<file path="src/rtl/npbm_pkg.sv">
// Shared types and constants for the netpbm header parser.
package npbm_pkg;

  localparam int unsigned MaxTokenLength = 64;
  localparam int unsigned TokLenW = $clog2(MaxTokenLength + 1);
  localparam logic [19:0] MaxDimension = 20'd1000000;
  localparam logic [19:0] SatValue = 20'd1000001;
  localparam logic [19:0] MaxvalRequired = 20'd255;

  localparam logic [7:0] ChPlus = 8'h2B;
  localparam logic [7:0] ChHash = 8'h23;
  localparam logic [7:0] ChP = 8'h50;
  localparam logic [7:0] Ch5 = 8'h35;
  localparam logic [7:0] Ch6 = 8'h36;
  localparam logic [7:0] Ch0 = 8'h30;
  localparam logic [7:0] Ch9 = 8'h39;
  localparam logic [7:0] ChLf = 8'h0A;
  localparam logic [7:0] ChCr = 8'h0D;
  localparam logic [7:0] ChSpace = 8'h20;
  localparam logic [7:0] ChTab = 8'h09;

  localparam logic [1:0] RkHeader = 2'd0;
  localparam logic [1:0] RkSample = 2'd1;
  localparam logic [1:0] RkError = 2'd2;
  localparam logic ErrRead = 1'b0;
  localparam logic ErrFormat = 1'b1;

  localparam int unsigned QueueDepth = 2;

  // Result as it travels from the parser to the output stage.
  typedef struct packed {
    logic [1:0]  result_kind;
    logic        error_code;
    logic [19:0] image_width;
    logic [19:0] image_height;
    logic [1:0]  channel_count;
    logic [7:0]  sample_value;
    logic        sample_last;
  } result_t;

endpackage

</file>
<file path="src/rtl/npbm_front.sv">
// Parser front: classifies each byte and updates header and sample state.
module npbm_front (
  input  logic                clk,
  input  logic                rst_n,
  input  logic                step,
  input  logic                kind,
  input  logic [7:0]          data_byte,
  output logic                res_valid,
  output npbm_pkg::result_t   res
);

  typedef enum logic [2:0] {
    PH_MAGIC, PH_WIDTH, PH_HEIGHT, PH_MAXVAL, PH_SAMPLES, PH_DONE
  } phase_t;

  phase_t phase_r, phase_nxt;
  logic in_comment_r, in_comment_nxt;
  logic in_token_r, in_token_nxt;
  logic [npbm_pkg::TokLenW-1:0] tok_len_r, tok_len_nxt;
  logic [15:0] magic_r, magic_nxt;
  logic [19:0] acc_r, acc_nxt;
  logic digit_r, digit_nxt, bad_r, bad_nxt;
  logic [19:0] width_r, width_nxt, height_r, height_nxt;
  logic [1:0] chans_r, chans_nxt, ch_idx_r, ch_idx_nxt;
  logic [19:0] col_r, col_nxt, row_r, row_nxt;

  logic blank, is_digit, num_ok, last;
  logic [1:0] magic_ch;
  logic [23:0] acc_mul;
  logic [23:0] acc_sum;

  assign blank = (data_byte == npbm_pkg::ChSpace) ||
                 (data_byte >= npbm_pkg::ChTab && data_byte <= npbm_pkg::ChCr);
  assign is_digit = (data_byte >= npbm_pkg::Ch0) && (data_byte <= npbm_pkg::Ch9);
  assign num_ok = !bad_r && digit_r && (acc_r != 20'd0) && (acc_r <= npbm_pkg::MaxDimension);
  // acc*10 = acc*8 + acc*2
  assign acc_mul = {1'b0, acc_r, 3'b000} + {3'b000, acc_r, 1'b0};
  assign acc_sum = acc_mul + {20'd0, data_byte[3:0]};
  assign last = ({1'b0, ch_idx_r} + 3'd1 >= {1'b0, chans_r}) &&
                ({1'b0, col_r} + 21'd1 >= {1'b0, width_r}) &&
                ({1'b0, row_r} + 21'd1 >= {1'b0, height_r});

  always_comb begin
    magic_ch = 2'd0;
    if (tok_len_r == npbm_pkg::TokLenW'(2) && magic_r[15:8] == npbm_pkg::ChP) begin
      if (magic_r[7:0] == npbm_pkg::Ch5) magic_ch = 2'd1;
      else if (magic_r[7:0] == npbm_pkg::Ch6) magic_ch = 2'd3;
    end
  end

  always_comb begin
    phase_nxt = phase_r; in_comment_nxt = in_comment_r; in_token_nxt = in_token_r;
    tok_len_nxt = tok_len_r; magic_nxt = magic_r; acc_nxt = acc_r;
    digit_nxt = digit_r; bad_nxt = bad_r;
    width_nxt = width_r; height_nxt = height_r; chans_nxt = chans_r;
    ch_idx_nxt = ch_idx_r; col_nxt = col_r; row_nxt = row_r;
    res_valid = 1'b0;
    res = '0;

    if (kind) begin
      res_valid = 1'b1;
      res.result_kind = npbm_pkg::RkError;
      case (phase_r)
        PH_MAGIC: res.error_code = in_token_r ? npbm_pkg::ErrFormat : npbm_pkg::ErrRead;
        PH_WIDTH, PH_HEIGHT: res.error_code = npbm_pkg::ErrFormat;
        PH_MAXVAL: res.error_code = (in_token_r && num_ok &&
                    acc_r == npbm_pkg::MaxvalRequired) ? npbm_pkg::ErrRead
                                                       : npbm_pkg::ErrFormat;
        PH_SAMPLES: res.error_code = npbm_pkg::ErrRead;
        default: res_valid = 1'b0;
      endcase
      phase_nxt = PH_MAGIC; in_comment_nxt = 1'b0; in_token_nxt = 1'b0;
      tok_len_nxt = '0; magic_nxt = '0; acc_nxt = '0;
      digit_nxt = 1'b0; bad_nxt = 1'b0;
      width_nxt = '0; height_nxt = '0; chans_nxt = '0;
      ch_idx_nxt = '0; col_nxt = '0; row_nxt = '0;
    end else if (phase_r == PH_DONE) begin
      res_valid = 1'b0;
    end else if (phase_r == PH_SAMPLES) begin
      res_valid = 1'b1;
      res.result_kind = npbm_pkg::RkSample;
      res.sample_value = data_byte;
      res.sample_last = last;
      if (last) begin
        phase_nxt = PH_DONE;
      end else if (ch_idx_r + 2'd1 >= chans_r) begin
        ch_idx_nxt = '0;
        if (col_r + 20'd1 >= width_r) begin
          col_nxt = '0;
          row_nxt = row_r + 20'd1;
        end else begin
          col_nxt = col_r + 20'd1;
        end
      end else begin
        ch_idx_nxt = ch_idx_r + 2'd1;
      end
    end else if (in_comment_r) begin
      if (data_byte == npbm_pkg::ChLf || data_byte == npbm_pkg::ChCr) in_comment_nxt = 1'b0;
    end else if (!in_token_r && blank) begin
      res_valid = 1'b0;
    end else if (!in_token_r && data_byte == npbm_pkg::ChHash) begin
      in_comment_nxt = 1'b1;
    end else if (in_token_r && blank) begin
      // token ends here
      tok_len_nxt = '0; magic_nxt = '0; acc_nxt = '0; in_token_nxt = 1'b0;
      digit_nxt = 1'b0; bad_nxt = 1'b0;
      res.result_kind = npbm_pkg::RkError;
      res.error_code = npbm_pkg::ErrFormat;
      if (phase_r == PH_MAGIC) begin
        if (magic_ch == 2'd0) begin
          res_valid = 1'b1; phase_nxt = PH_DONE;
        end else begin
          chans_nxt = magic_ch; phase_nxt = PH_WIDTH;
        end
      end else if (!num_ok) begin
        res_valid = 1'b1; phase_nxt = PH_DONE;
      end else if (phase_r == PH_WIDTH) begin
        width_nxt = acc_r; phase_nxt = PH_HEIGHT;
      end else if (phase_r == PH_HEIGHT) begin
        height_nxt = acc_r; phase_nxt = PH_MAXVAL;
      end else if (acc_r != npbm_pkg::MaxvalRequired) begin
        res_valid = 1'b1; phase_nxt = PH_DONE;
      end else begin
        res_valid = 1'b1;
        res.result_kind = npbm_pkg::RkHeader;
        res.error_code = 1'b0;
        res.image_width = width_r;
        res.image_height = height_r;
        res.channel_count = chans_r;
        phase_nxt = PH_SAMPLES;
        ch_idx_nxt = '0; col_nxt = '0; row_nxt = '0;
      end
    end else if (in_token_r && (tok_len_r + npbm_pkg::TokLenW'(1) >=
                                npbm_pkg::TokLenW'(npbm_pkg::MaxTokenLength))) begin
      res_valid = 1'b1;
      res.result_kind = npbm_pkg::RkError;
      res.error_code = (phase_r == PH_MAGIC) ? npbm_pkg::ErrRead : npbm_pkg::ErrFormat;
      phase_nxt = PH_DONE;
      tok_len_nxt = '0; magic_nxt = '0; acc_nxt = '0; in_token_nxt = 1'b0;
      digit_nxt = 1'b0; bad_nxt = 1'b0;
    end else begin
      in_token_nxt = 1'b1;
      tok_len_nxt = tok_len_r + 1'b1;
      if (phase_r == PH_MAGIC) begin
        if (tok_len_r < npbm_pkg::TokLenW'(2)) magic_nxt = {magic_r[7:0], data_byte};
      end else if (is_digit) begin
        digit_nxt = 1'b1;
        acc_nxt = (acc_sum > {4'd0, npbm_pkg::MaxDimension}) ? npbm_pkg::SatValue
                                                             : acc_sum[19:0];
      end else if (!(tok_len_r == '0 && data_byte == npbm_pkg::ChPlus)) begin
        // only a leading '+' is allowed besides digits
        bad_nxt = 1'b1;
      end
    end
  end

  always_ff @(posedge clk) begin
    if (!rst_n) begin
      phase_r <= PH_MAGIC; in_comment_r <= 1'b0; in_token_r <= 1'b0;
      tok_len_r <= '0; magic_r <= '0; acc_r <= '0;
      digit_r <= 1'b0; bad_r <= 1'b0;
      width_r <= '0; height_r <= '0; chans_r <= '0;
      ch_idx_r <= '0; col_r <= '0; row_r <= '0;
    end else if (step) begin
      phase_r <= phase_nxt; in_comment_r <= in_comment_nxt; in_token_r <= in_token_nxt;
      tok_len_r <= tok_len_nxt; magic_r <= magic_nxt; acc_r <= acc_nxt;
      digit_r <= digit_nxt; bad_r <= bad_nxt;
      width_r <= width_nxt; height_r <= height_nxt; chans_r <= chans_nxt;
      ch_idx_r <= ch_idx_nxt; col_r <= col_nxt; row_r <= row_nxt;
    end
  end

endmodule

</file>
<file path="src/rtl/npbm_queue.sv">
// Short result queue between parser and output port.
module npbm_queue (
  input  logic              clk,
  input  logic              rst_n,
  input  logic              wr_en,
  input  npbm_pkg::result_t wr_data,
  output logic              full,
  output logic              out_valid,
  input  logic              out_ready,
  output npbm_pkg::result_t out_data
);

  localparam int unsigned AW = $clog2(npbm_pkg::QueueDepth);

  npbm_pkg::result_t mem_r [npbm_pkg::QueueDepth];
  logic [AW-1:0] wp_r, rp_r;
  logic [AW:0] cnt_r;
  logic rd_en;

  assign rd_en = out_valid && out_ready;
  assign out_valid = (cnt_r != '0);
  assign full = (cnt_r == (AW+1)'(npbm_pkg::QueueDepth));
  assign out_data = mem_r[rp_r];

  always_ff @(posedge clk) begin
    if (wr_en) mem_r[wp_r] <= wr_data;
  end

  always_ff @(posedge clk) begin
    if (!rst_n) begin
      wp_r <= '0; rp_r <= '0; cnt_r <= '0;
    end else begin
      if (wr_en) wp_r <= wp_r + 1'b1;
      if (rd_en) rp_r <= rp_r + 1'b1;
      cnt_r <= cnt_r + (AW+1)'(wr_en) - (AW+1)'(rd_en);
    end
  end

endmodule

</file>
<file path="src/rtl/netpbm_binary_header_parser_top.sv">
// Top level of the binary netpbm header parser.
// Takes one byte or end-of-stream marker per cycle, unless stalled, and gives at most
// one result per byte. The parser state is registered on each transfer, and the result
// of a byte is written into the result queue on that transfer and offered from there. A
// two-entry result queue decouples the parser from the output, and the input stalls
// whenever that queue is full, which happens only after the downstream side has held off.
module netpbm_binary_header_parser_top (
  input  logic        clk,
  input  logic        rst_n,
  input  logic        in_tvalid,
  output logic        in_tready,
  input  logic [7:0]  in_tdata,   // [7:0] data_byte
  input  logic        in_tuser,   // [0] kind
  output logic        out_tvalid,
  input  logic        out_tready,
  output logic [55:0] out_tdata,  // [1:0] result_kind, [2] error_code, [22:3] image_width,
                                  // [42:23] image_height, [44:43] channel_count,
                                  // [52:45] sample_value, [55:53] zero
  output logic        out_tlast   // sample_last
);

  logic step, full, res_valid;
  npbm_pkg::result_t res, q_data;

  assign in_tready = !full;
  assign step = in_tvalid && in_tready;

  npbm_front u_front (
    .clk(clk), .rst_n(rst_n), .step(step), .kind(in_tuser),
    .data_byte(in_tdata), .res_valid(res_valid), .res(res)
  );

  npbm_queue u_queue (
    .clk(clk), .rst_n(rst_n), .wr_en(step && res_valid), .wr_data(res), .full(full),
    .out_valid(out_tvalid), .out_ready(out_tready), .out_data(q_data)
  );

  assign out_tdata = {3'b000, q_data.sample_value, q_data.channel_count,
                      q_data.image_height, q_data.image_width, q_data.error_code,
                      q_data.result_kind};
  assign out_tlast = q_data.sample_last;

`ifndef SYNTH
  a_no_take_when_full: assert property (@(posedge clk) disable iff (!rst_n)
    full |-> !in_tready) else $error("input taken while queue full");
  a_kind_range: assert property (@(posedge clk) disable iff (!rst_n)
    out_tvalid |-> (out_tdata[1:0] != 2'd3)) else $error("bad result kind");
  a_last_is_sample: assert property (@(posedge clk) disable iff (!rst_n)
    (out_tvalid && out_tlast) |-> (out_tdata[1:0] == npbm_pkg::RkSample))
    else $error("last on non-sample");
`endif

endmodule
</file>
<file path="config.mk">
export PLATFORM = sky130hd
export DESIGN_NAME = netpbm_binary_header_parser_top
export DESIGN_NICKNAME = d
export VERILOG_FILES = /design/src/rtl/npbm_pkg.sv /design/src/rtl/npbm_front.sv /design/src/rtl/npbm_queue.sv /design/src/rtl/netpbm_binary_header_parser_top.sv
export SDC_FILE = /design/constraint.sdc
export NUM_CORES = 1
export LEC_CHECK = 0
export ABC_AREA = 1
export BUFFER_PORTS_ARGS = -buffer_cell sky130_fd_sc_hd__buf_2
export CORE_MARGIN = 3
export CORE_UTILIZATION = 67
export DETAILED_ROUTE_END_ITERATION = 8
export PLACE_DENSITY = 0.86
export SLEW_MARGIN = 20
export SYNTH_ARGS = -nofsm -noshare
export SYNTH_HDL_FRONTEND = slang
export SYNTH_SLANG_ARGS = --single-unit
export TNS_END_PERCENT = 100
</file>
<file path="constraint.sdc">
create_clock -name clk -period 13.1 [get_ports clk]
set_input_delay 1.31 -clock clk [delete_from_list [all_inputs] [get_ports clk]]
set_output_delay 1.31 -clock clk [all_outputs]
set_load 0.01 [all_outputs]
</file>
# Yosys cells after proc, flatten, opt, wreduce, memory -nomap -nowiden
# Memories as Yosys holds them, arrays and structs flattened. A register that Yosys moved wholly into a read port is not among the register bits.
# Index checks and enable logic that the tools add are counted.
[totals]
reg_bits = 138
latchBits = 0
mem_bits_rw = 108
mem_bits_ro = 0
inputBits = 13
output_inout_bits = 59
elab_cells = 323
n_memories = 1
[mem_list]
columns = ["name", "words", "word_bits", "rd", "rd_ports_with_merged_regs", "wr", "line_no", "text"]
rows = [
  ["u_queue.mem_r", 2, 54, 1, 1, 1, "npbm_queue.sv:15", "npbm_pkg::result_t mem_r [npbm_pkg::QueueDepth];"],
]
[classes]
n_addsub = 13
mul = 0
div = 0
order_cmp = 13
n_eq_ne = 39
shifts = 0
muxes = 187
bitwise_logic = 0
n_reduce_logical = 53
[op_table]
columns = ["op", "n"]
rows = [
  ["two-way mux 20 bit", 53],
  ["two-way mux 45 bit", 8],
  ["two-way mux 16 bit", 10],
  ["two-way mux 1 bit", 58],
  ["two-way mux 7 bit", 8],
  ["two-way mux 2 bit", 27],
  ["two-way mux 54 bit", 1],
  ["two-way mux 3 bit", 17],
  ["two-way mux 51 bit", 1],
  ["two-way mux 43 bit", 1],
  ["adder 20 x 1 -> 21 bit, second input constant", 2],
  ["greater-or-equal comparator 21 x 20 -> 1 bit", 2],
  ["two-way mux 42 bit", 1],
  ["adder 20 x 1 -> 20 bit, second input constant", 2],
  ["equality test 8 x 6 -> 1 bit, second input constant", 5],
  ["adder 23 x 21 -> 24 bit", 1],
  ["adder 24 x 4 -> 24 bit", 1],
  ["> comparator 24 x 20 -> 1 bit, second input constant", 1],
  ["!= test 3 x 2 -> 1 bit, second input constant", 7],
  ["equality test 20 x 8 -> 1 bit, second input constant", 1],
  ["greater-or-equal comparator 20 bit", 1],
  ["less-or-equal comparator 20 bit, second input constant", 1],
  ["!= test 20 x 8 -> 1 bit, second input constant", 1],
  ["nonzero test 20 bit", 1],
  ["48 further kinds", 94],
]

# Longest topological paths before layout
# Gate-level depths: netlist (run 1).
[logic_depth]
word_depth = 17
depth_mapped = 28

# Hierarchy
# From an unflattened synthesis (run 1), not the netlist that was laid out.
[unflattened]
hier_cells = 1879
hier_area_um2 = 14774.2
[modules_own_cells]
columns = ["module", "n_inst", "cells_per_inst", "area_each_um2", "seq_area_each_um2"]
rows = [
  ["npbm_front", 1, 1665, 10332.4, 2682.6],
  ["npbm_queue", 1, 205, 4391.7, 3343.2],
  ["netpbm_binary_header_parser_top", 1, 9, 50.0, 0.0],
]

# Worst setup path before layout (run 1)
# OpenSTA, ideal clock, no wires.
[synth_timing]
path_type = "input to register"
start = "input port in_tdata[6]"
end = "memory u_queue.mem_r[0][0] (netlist bit), enable pin"
setup_time_ns = 0.466
arrival_ns = 4.806
t_required_ns = 12.634
slack_ns = 7.828
stages = 11
n_path_buf = 0
cell_sequence = "inv_1 -> nand2_1 -> nor3_2 -> nand3_1 -> o21ai_4 -> nand2_2 -> o21ai_2 -> inv_1 -> o21ai_1 -> nand3_1 -> nor2_1"
[synth_via]
elab_chain_cells = 14
[synth_rtl]
columns = ["element", "line_no", "text"]
rows = [
  ["start, declared", "netpbm_binary_header_parser_top.sv:12", "input logic [7:0] in_tdata,"],
  ["greater-or-equal comparator 8 x 4 -> 1 bit or less-or-equal comparator 8 x 4 -> 1 bit (tied branches)", "npbm_front.sv:33", "(data_byte >= npbm_pkg::ChTab && data_byte <= npbm_pkg::ChCr);"],
  ["logical AND 1 bit", "npbm_front.sv:33", ""],
  ["logical OR 1 bit", "npbm_front.sv:32", "assign blank = (data_byte == npbm_pkg::ChSpace) ||"],
  ["logical AND 1 bit", "npbm_front.sv:103", "end else if (in_token_r && blank) begin"],
  ["two-way mux 1 bit", "npbm_front.sv:103", ""],
  ["two-way mux 1 bit", "npbm_front.sv:101", "end else if (!in_token_r && data_byte == npbm_pkg::ChHash) begin"],
  ["two-way mux 1 bit *", "npbm_front.sv:99", "end else if (!in_token_r && blank) begin"],
  ["two-way mux 1 bit *", "npbm_front.sv:97", "end else if (in_comment_r) begin"],
  ["two-way mux 1 bit *", "npbm_front.sv:79", "end else if (phase_r == PH_SAMPLES) begin"],
  ["two-way mux 1 bit *", "npbm_front.sv:77", "end else if (phase_r == PH_DONE) begin"],
  ["two-way mux 1 bit *", "npbm_front.sv:60", "if (kind) begin"],
  ["logical AND 1 bit *", "netpbm_binary_header_parser_top.sv:34", ".clk(clk), .rst_n(rst_n), .wr_en(step && res_valid), .wr_data(res), .full(full),"],
  ["two-way mux 1 bit *", "npbm_queue.sv:26", "if (wr_en) mem_r[wp_r] <= wr_data;"],
  ["two-way mux 1 bit (implied by the code) *", "npbm_queue.sv:26", ""],
  ["end, declared", "npbm_queue.sv:15", ""],
]
# Mark *: on every way between the ends. The rest lies on a longest branch, timed or not.

# Worst setup path after layout (run 1)
[layout_timing]
start = "register u_front.col_r[0]"
end = "register u_front.row_r[13]"
[layout_via]
elab_chain_cells = 6
[layout_rtl]
columns = ["element", "line_no", "text"]
rows = [
  ["start, declared", "npbm_front.sv:25", "logic [19:0] col_r, col_nxt, row_r, row_nxt;"],
  ["start signal, assigned", "npbm_front.sv:169", "ch_idx_r <= ch_idx_nxt; col_r <= col_nxt; row_r <= row_nxt;"],
  ["adder 20 x 1 -> 21 bit", "npbm_front.sv:40", "({1'b0, col_r} + 21'd1 >= {1'b0, width_r}) &&"],
  ["greater-or-equal comparator 21 x 20 -> 1 bit", "npbm_front.sv:40", ""],
  ["logical AND 1 bit", "npbm_front.sv:39", "assign last = ({1'b0, ch_idx_r} + 3'd1 >= {1'b0, chans_r}) &&"],
  ["logical AND 1 bit", "npbm_front.sv:40", ""],
  ["!= test 3 bit (no line)", "-", ""],
  ["AND reduction 14 bit (no line) *", "-", ""],
  ["end signal, assigned", "npbm_front.sv:169", ""],
  ["end, declared", "npbm_front.sv:25", ""],
]
# Marked as above.
# A chain may end at the register's enable or synchronous reset.

==> results.sh, run 1 <==
export IMPL_worstSetupStartpointType="flop"
export IMPL_cp_slowest_cell="nand3_2"
export IMPL_initial_utilization=0.6956
export IMPL_rsz0062_at_grt="false"
export IMPL_setup_viol=0
export IMPL_r2r_setup_slack_ns=8.29
export IMPL_dpl_instance_area_mm2=0.01482
export IMPL_status="finished clean"
export IMPL_core_area_mm2=0.02069
export IMPL_skew_ns=0.02496
export IMPL_p_comb_frac=0.212
export IMPL_post_dp_hpwl_um=26080
export IMPL_tightest_slew_ns=0.8395
export IMPL_synth_top_area_cell="edfxtp_1"
export IMPL_crit_end="u_front.row_r[13]"
export IMPL_worst_hold_path_type="reg -> reg"
export IMPL_diodes=0
export IMPL_r2r_end="u_front.row_r[13]"
export IMPL_clock_latency_ns=0.54
export IMPL_ios=72
export IMPL_ys_flop_type="dfxtp_1"
export IMPL_period_needed_ns=4.806
export IMPL_fin_tns_setup_ns=0
export IMPL_grt_max_degree=55
export IMPL_arrival_ns=5.27
export IMPL_clkPwrFrac=0.360
export IMPL_place_gp_congestion=0.9399
export IMPL_reg2reg_from="u_front.col_r[0]"
export IMPL_vias=12494
export IMPL_dieArea_mm2=0.02328
export IMPL_synth_cell_types=53
export IMPL_cp_depth=25
export IMPL_async_flop_share=0
export IMPL_p_sw_w=0.0006186
export IMPL_cts_setup_buffers=0
export IMPL_clk_pin_slew_worst_paths_ns=0.06
export IMPL_wl_per_cell_um=16.81
export IMPL_cp_max_fo=39
export IMPL_cts_buffer_depth=3
export IMPL_postLayoutCellArea_mm2=0.01572
export IMPL_slew_limit_headroom=0.4397
export IMPL_peakVddDrop_v=0.00009419
export IMPL_swShare=0.2909
export IMPL_clock_fmax_mhz=208.1
export IMPL_ys_seq_area_frac=0.4187
export IMPL_final_hold_viol_count=0
export IMPL_p_int_w=0.001508
export IMPL_synth_top_area_frac=0.2253
export IMPL_drt_first_pass_iters=6
export IMPL_total_power_w=0.002127
export IMPL_antenna_found_initial=0
export IMPL_nNetsFinal=1949
export IMPL_track_usage=0.3005
export IMPL_routed_via_density=5.855
export IMPL_final_core_util=0.7596
export IMPL_worst_r2r_path_depth=25
export IMPL_num_rows=52
export IMPL_crit_start="u_front.col_r[0]"
export IMPL_syn_area_mm2=0.01439
export IMPL_crit_top_cell="nor2_1"
export IMPL_clockRootBuffer="clkbuf_16"
export IMPL_critPathBufInv=1
export IMPL_synth_edf_count=108
export IMPL_worst_path_dominant_cell_family="simple AND/OR/NAND/NOR gates"
export IMPL_die_x_um=152.6
export IMPL_dr_first_iter_drc_count=1077
export IMPL_post_route_cells_drive_above_1_share=0.1255
export IMPL_cap_violations=0
export IMPL_ys_top_cells_by_area="edfxtp_1 23%, dfxtp_1 19%, nand2_1 9.8%"
export IMPL_cts_sinks=247
export IMPL_required_ns=13.56
export IMPL_final_cells=2134
export IMPL_grt_pass1_wl_um=58840
export IMPL_yosys_warnings=0
export IMPL_postRouteAntennaNets=0
export IMPL_fin_crit_sh=0.3669
export IMPL_io_buffer_count=68
export IMPL_synth_ff_latch_count=247
export IMPL_grt_pass1_vias=11922
export IMPL_syn_avg_cell_area_um2=7.983
export IMPL_pwr_share_seq=0.428
export IMPL_placedCellCount=2086
export IMPL_maxSlewViolCount=0
export IMPL_cts_resized_gates=0
export IMPL_cts_tree="yes"
export IMPL_route_detailed_drc=0
export IMPL_cp_end_kind="flop"
export IMPL_worst_setup_path_type="reg -> reg"
export IMPL_holdBufCountCts=0
export IMPL_slowest_delay_ns=0.69
export IMPL_overflow=0
export IMPL_die_h_um=152.6
export IMPL_power_density_mw_per_mm2=135.3
export IMPL_cts_htree_levels=1
export IMPL_synth_cells=1803
export IMPL_finalWirelength_um=35870
export IMPL_cts_inserted_buffers=26
export IMPL_power_leakage_nw=6.996
export IMPL_syn_to_final_growth_pct=9.197
metrics by stage:
step           hold WS (ns)  setup WS, ns
6_report             0.4598         8.294
5_1_grt              0.4797         7.834
4_1_cts              0.4554         8.440
3_5_place_dp         0.4475         8.361
3_3_place_gp         0.4377         8.574
2_1_floorplan        0.4258         7.828
cells in the mapped netlist, types with 10 or more instances:
| master | count |
|---|---|
| xor2_1 | 42 |
| inv_2 | 13 |
| ha_1 | 89 |
| nor4_1 | 10 |
| clkbuf_1 | 35 |
| nand2_1 | 377 |
| nand3_1 | 74 |
| nor2_1 | 165 |
| inv_1 | 236 |
| o21ai_1 | 23 |
| a21oi_1 | 168 |
| buf_2 | 14 |
| o21ai_0 | 39 |
| mux2_2 | 54 |
| dfxtp_1 | 139 |
| edfxtp_1 | 108 |
| nand4_1 | 43 |
| a21oi_2 | 12 |
| nor3_1 | 70 |
cell usage in the layout (no fill, tap or decap), drive strengths merged:
cell type  count
xnor2          2
o221ai         1
o21bai         1
nor2         173
a211oi         3
ha            89
nor3          75
nand2        382
a21boi         1
a31oi          5
a21o           2
o21a           2
o31ai          1
buf           77
edfxtp       108
bufinv         3
a21oi        180
clkinv         5
clkbuf        39
nor3b          4
a221oi         1
or2            1
o21ai         67
mux2          54
o31a           1
fa             3
nand3b         8
nand3         77
nor4          11
or3b           1
nand4         43
conb           3
a41oi          1
dfxtp        139
o211ai         7
inv          252
xor2          42
cell families (layout without fill, tap and decap cells):
| kind of cell | after synthesis | count (layout) | synth area share |
|---|---|---|---|
| multiplexers | 54 | 54 | 0.04225 |
| flip-flops | 247 | 247 | 0.4187 |
| AO/OA/AOI/OAI | 273 | 273 | 0.1056 |
| buffers and inverters | 317 | 376 | 0.08972 |
| XOR/XNOR | 44 | 44 | 0.02678 |
| adder cells (fa/ha/maj) | 92 | 92 | 0.08154 |
| other | 1 | 3 | 0.0002606 |
| AND/OR/NAND/NOR | 775 | 775 | 0.2352 |
area by class of cell:
cell class                 instances  area [µm²]
clock buffer                      39       774.5
fill                            1480        4974
clock inverter                     9       123.9
multi-input combinational       1241        7098
timing repair buffer              77       407.9
inverter                         251       947.2
sequential                       247        6027
tap                              270       337.8
power by group through the flow:
stage                     clock (W)  combinational [W]  sequential (W)
after floorplan                   0           0.000337        0.000908
after global placement            0           0.000436        0.000921
after detailed placement          0           0.000445        0.000925
after CTS                  0.000769           0.000450        0.000910
after global routing       0.000801           0.000500        0.000916
final                      0.000765           0.000452        0.000910
registers in the layout (all words and copies together), names as in the netlist, named ones only:
register              count
u_front.ch_idx_r          2
u_front.phase_r           3
u_front.width_r          20
u_queue.mem_r           108
u_queue.cnt_r             2
u_front.in_comment_r      1
u_front.row_r            20
u_queue.rp_r              1
u_front.bad_r             1
u_queue.wp_r              1
u_front.acc_r            20
u_front.in_token_r        1
u_front.chans_r           2
u_front.magic_r          16
u_front.digit_r           1
u_front.height_r         20
u_front.tok_len_r         7
u_front.col_r            20
metal layers:
metal | wire length (µm) | global-route usage | part of all wire
met1 | 14930 | 0.3996 | 0.42
met2 | 16960 | 0.5058 | 0.47
met3 | 2824 | 0.04033 | 0.079
met4 | 1163 | 0.1086 | 0.032
met5 | 0 | 0 | 0
worst min-delay path by stage:
stage / slack [ns] / from / to / cells after the start
after floorplan: 0.43 / u_queue.rp_r / flop / 1
after global placement: 0.44 / u_queue.rp_r / u_queue.rp_r / 1
after detailed placement: 0.45 / u_queue.rp_r / u_queue.rp_r / 1
after CTS: 0.46 / u_queue.rp_r / u_queue.rp_r / 1
after global routing: 0.48 / u_front.magic_r[9] / u_front.magic_r[9] / 2
final: 0.46 / u_queue.rp_r / u_queue.rp_r / 1
No activity file was read; power rests on OpenSTA's default activity.
==> run 2, diff against run 1 <==
- CORE_UTILIZATION: 67 -> 62
- PLACE_DENSITY: 0.86 -> 0.8
- clock period: 13.1 -> 4.8 ns (I/O delays scaled with it)
==> results.sh, run 2 (synthesized netlist as in run 1, its figures left out) <==
export IMPL_final_hold_viol_count=0
export IMPL_cts_sinks=247
export IMPL_grt_pass1_wl_um=55620
export IMPL_track_usage=0.2707
export IMPL_clock_latency_ns=0.53
export IMPL_grt_pass1_vias=11573
export IMPL_postRouteAntennaNets=0
export IMPL_initial_utilization=0.6338
export IMPL_cp_slowest_cell="buf_4"
export IMPL_fin_tns_setup_ns=0
export IMPL_worst_r2r_path_depth=26
export IMPL_setup_viol=0
export IMPL_cts_tree="yes"
export IMPL_finalWirelength_um=34390
export IMPL_final_common_cell="nand2_1"
export IMPL_core_area_mm2=0.02271
export IMPL_die_h_um=158.4
export IMPL_tightest_slew_ns=1.043
export IMPL_slowest_delay_ns=0.40
export IMPL_cts_inserted_buffers=26
export IMPL_route_met2_wl_um=16020
export IMPL_antenna_found_initial=0
export IMPL_wl_met1_um=15480
export IMPL_cts_setup_buffers=0
export IMPL_power_density_mw_per_mm2=372.9
export IMPL_r2r_setup_slack_ns=0.51
export IMPL_regMostFlops="u_queue.mem_r"
export IMPL_period_needed_ns=4.287
export IMPL_num_rows=55
export IMPL_peakVddDrop_v=0.0002799
export IMPL_worst_setup_path_type="reg -> reg"
export IMPL_place_gp_congestion=0.9719
export IMPL_cp_end_kind="flop"
export IMPL_cts_htree_levels=1
export IMPL_dr_first_iter_drc_count=994
export IMPL_holdBufCountCts=0
export IMPL_power_leakage_nw=7.052
export IMPL_die_x_um=158.4
export IMPL_skew_ns=0.01367
export IMPL_wl_per_cell_um=15.97
export IMPL_fin_crit_sh=0.8931
export IMPL_worst_hold_path_type="in -> reg"
export IMPL_cts_resized_gates=0
export IMPL_syn_to_final_growth_pct=10.18
export IMPL_ios=72
export IMPL_r2r_end="u_front.row_r[0]"
export IMPL_overflow=0
export IMPL_required_ns=5.23
export IMPL_diodes=0
export IMPL_cp_max_fo=39
export IMPL_final_cell_mix="377 x nand2_1, 235 x inv_1, 168 x a21oi_1"
export IMPL_largest_reg_flops=108
export IMPL_clockRootBuffer="clkbuf_16"
export IMPL_arrival_ns=4.71
export IMPL_drt_first_pass_iters=6
export IMPL_rsz0062_at_grt="false"
export IMPL_maxSlewViolCount=0
export IMPL_grt_max_degree=55
export IMPL_final_core_util=0.6983
export IMPL_holdPathEnd="u_front.magic_r[7]"
export IMPL_cts_buffer_depth=3
export IMPL_io_buffer_count=68
export IMPL_crit_top_cell="nor2_1"
export IMPL_clk_pin_slew_worst_paths_ns=0.06
export IMPL_wl_met3_um=2012
export IMPL_dieArea_mm2=0.02508
export IMPL_status="finished clean"
export IMPL_cap_violations=0
export IMPL_slew_limit_headroom=0.3028
export IMPL_post_route_cells_drive_above_1_share=0.1300
export IMPL_worstSetupStartpointType="flop"
export IMPL_vias=12270
export IMPL_hold_start="in_tdata[7]"
export IMPL_min_path_cells=3
export IMPL_maxUsedRoutingLayer="met4"
export IMPL_route_detailed_drc=0
export IMPL_clock_fmax_mhz=233.3
export IMPL_reg2reg_from="u_front.col_r[0]"
export IMPL_post_dp_hpwl_um=25060
export IMPL_routed_via_density=5.696
export IMPL_nNetsFinal=1954
run 2: cell count changes in the layout (fill, tap and decap cells not counted), moves of 2 or more:
| cell | change |
|---|---|
| clkbuf_1 | -3 |
| clkinvlp_4 | +2 |
| buf_4 | +3 |
| clkinv_1 | -2 |
| buf_12 | +2 |
| clkbuf_16 | +2 |
run 2: metrics by stage:
step	hold slack, ns	setup slack [ns]	area (µm²)	cells	total power (W)
2_1_floorplan	0.4258	0.3583	14400	1805	0.003398
3_3_place_gp	0.4277	0.8345	14900	2106	0.003720
3_5_place_dp	0.4439	0.6290	14900	2106	0.003752
4_1_cts	0.1888	0.5688	15860	2154	0.005935
5_1_grt	0.2221	0.05071	15860	2154	0.006180
6_report	0.2049	0.5130	15860	2154	0.005914
run 2: layout make-up:
type,instances,area [µm²]
Tap cell,285,356.6
Inverter,251,947.2
Multi-Input combinational cell,1241,7096
Fill cell,1802,6852
Clock buffer,37,797.0
Clock inverter,11,163.9
Sequential cell,247,6027
Timing Repair Buffer,82,470.5
run 2: critical path, delay by kind of cell (launching register included):
family / cells / cell delay (ns)
flops: 1 / 0.39
compound gates: 1 / 0.09
simple gates: 20 / 2.57
buf+inv: 2 / 0.48
fa+ha+maj: 2 / 0.51
xor+xnor: 1 / 0.15
run 2: where the power goes:
group	total (W)	leakage (nW)	switching (W)	internal, W
Clock	0.00219	0.471	0.000818	0.00137
Sequential	0.00246	2.10	0.0000844	0.00238
Combinational	0.00126	4.48	0.000790	0.000474
Total	0.00591	7.05	0.00169	0.00422
run 2: how the worst max path moves through the flow:
stage | startpoint | endpoint | slack, ns | cells after the start
2_1_floorplan | in_tdata[6] | u_queue.mem_r[0][0] | 0.36 | 11
3_3_place_gp | u_front.col_r[0] | u_front.row_r[2] | 0.83 | 26
3_5_place_dp | u_front.col_r[0] | u_front.row_r[5] | 0.63 | 26
4_1_cts | u_front.col_r[0] | u_front.row_r[0] | 0.57 | 26
5_1_grt | u_front.col_r[0] | u_front.col_r[6] | 0.05 | 26
6_report | u_front.col_r[0] | u_front.row_r[0] | 0.51 | 26
run 2: layer usage:
layer,track usage,up-vias
li1,-,6076
met1,0.3700,5686
met2,0.4558,435
met3,0.03126,73
met4,0.07989,0
met5,0,-
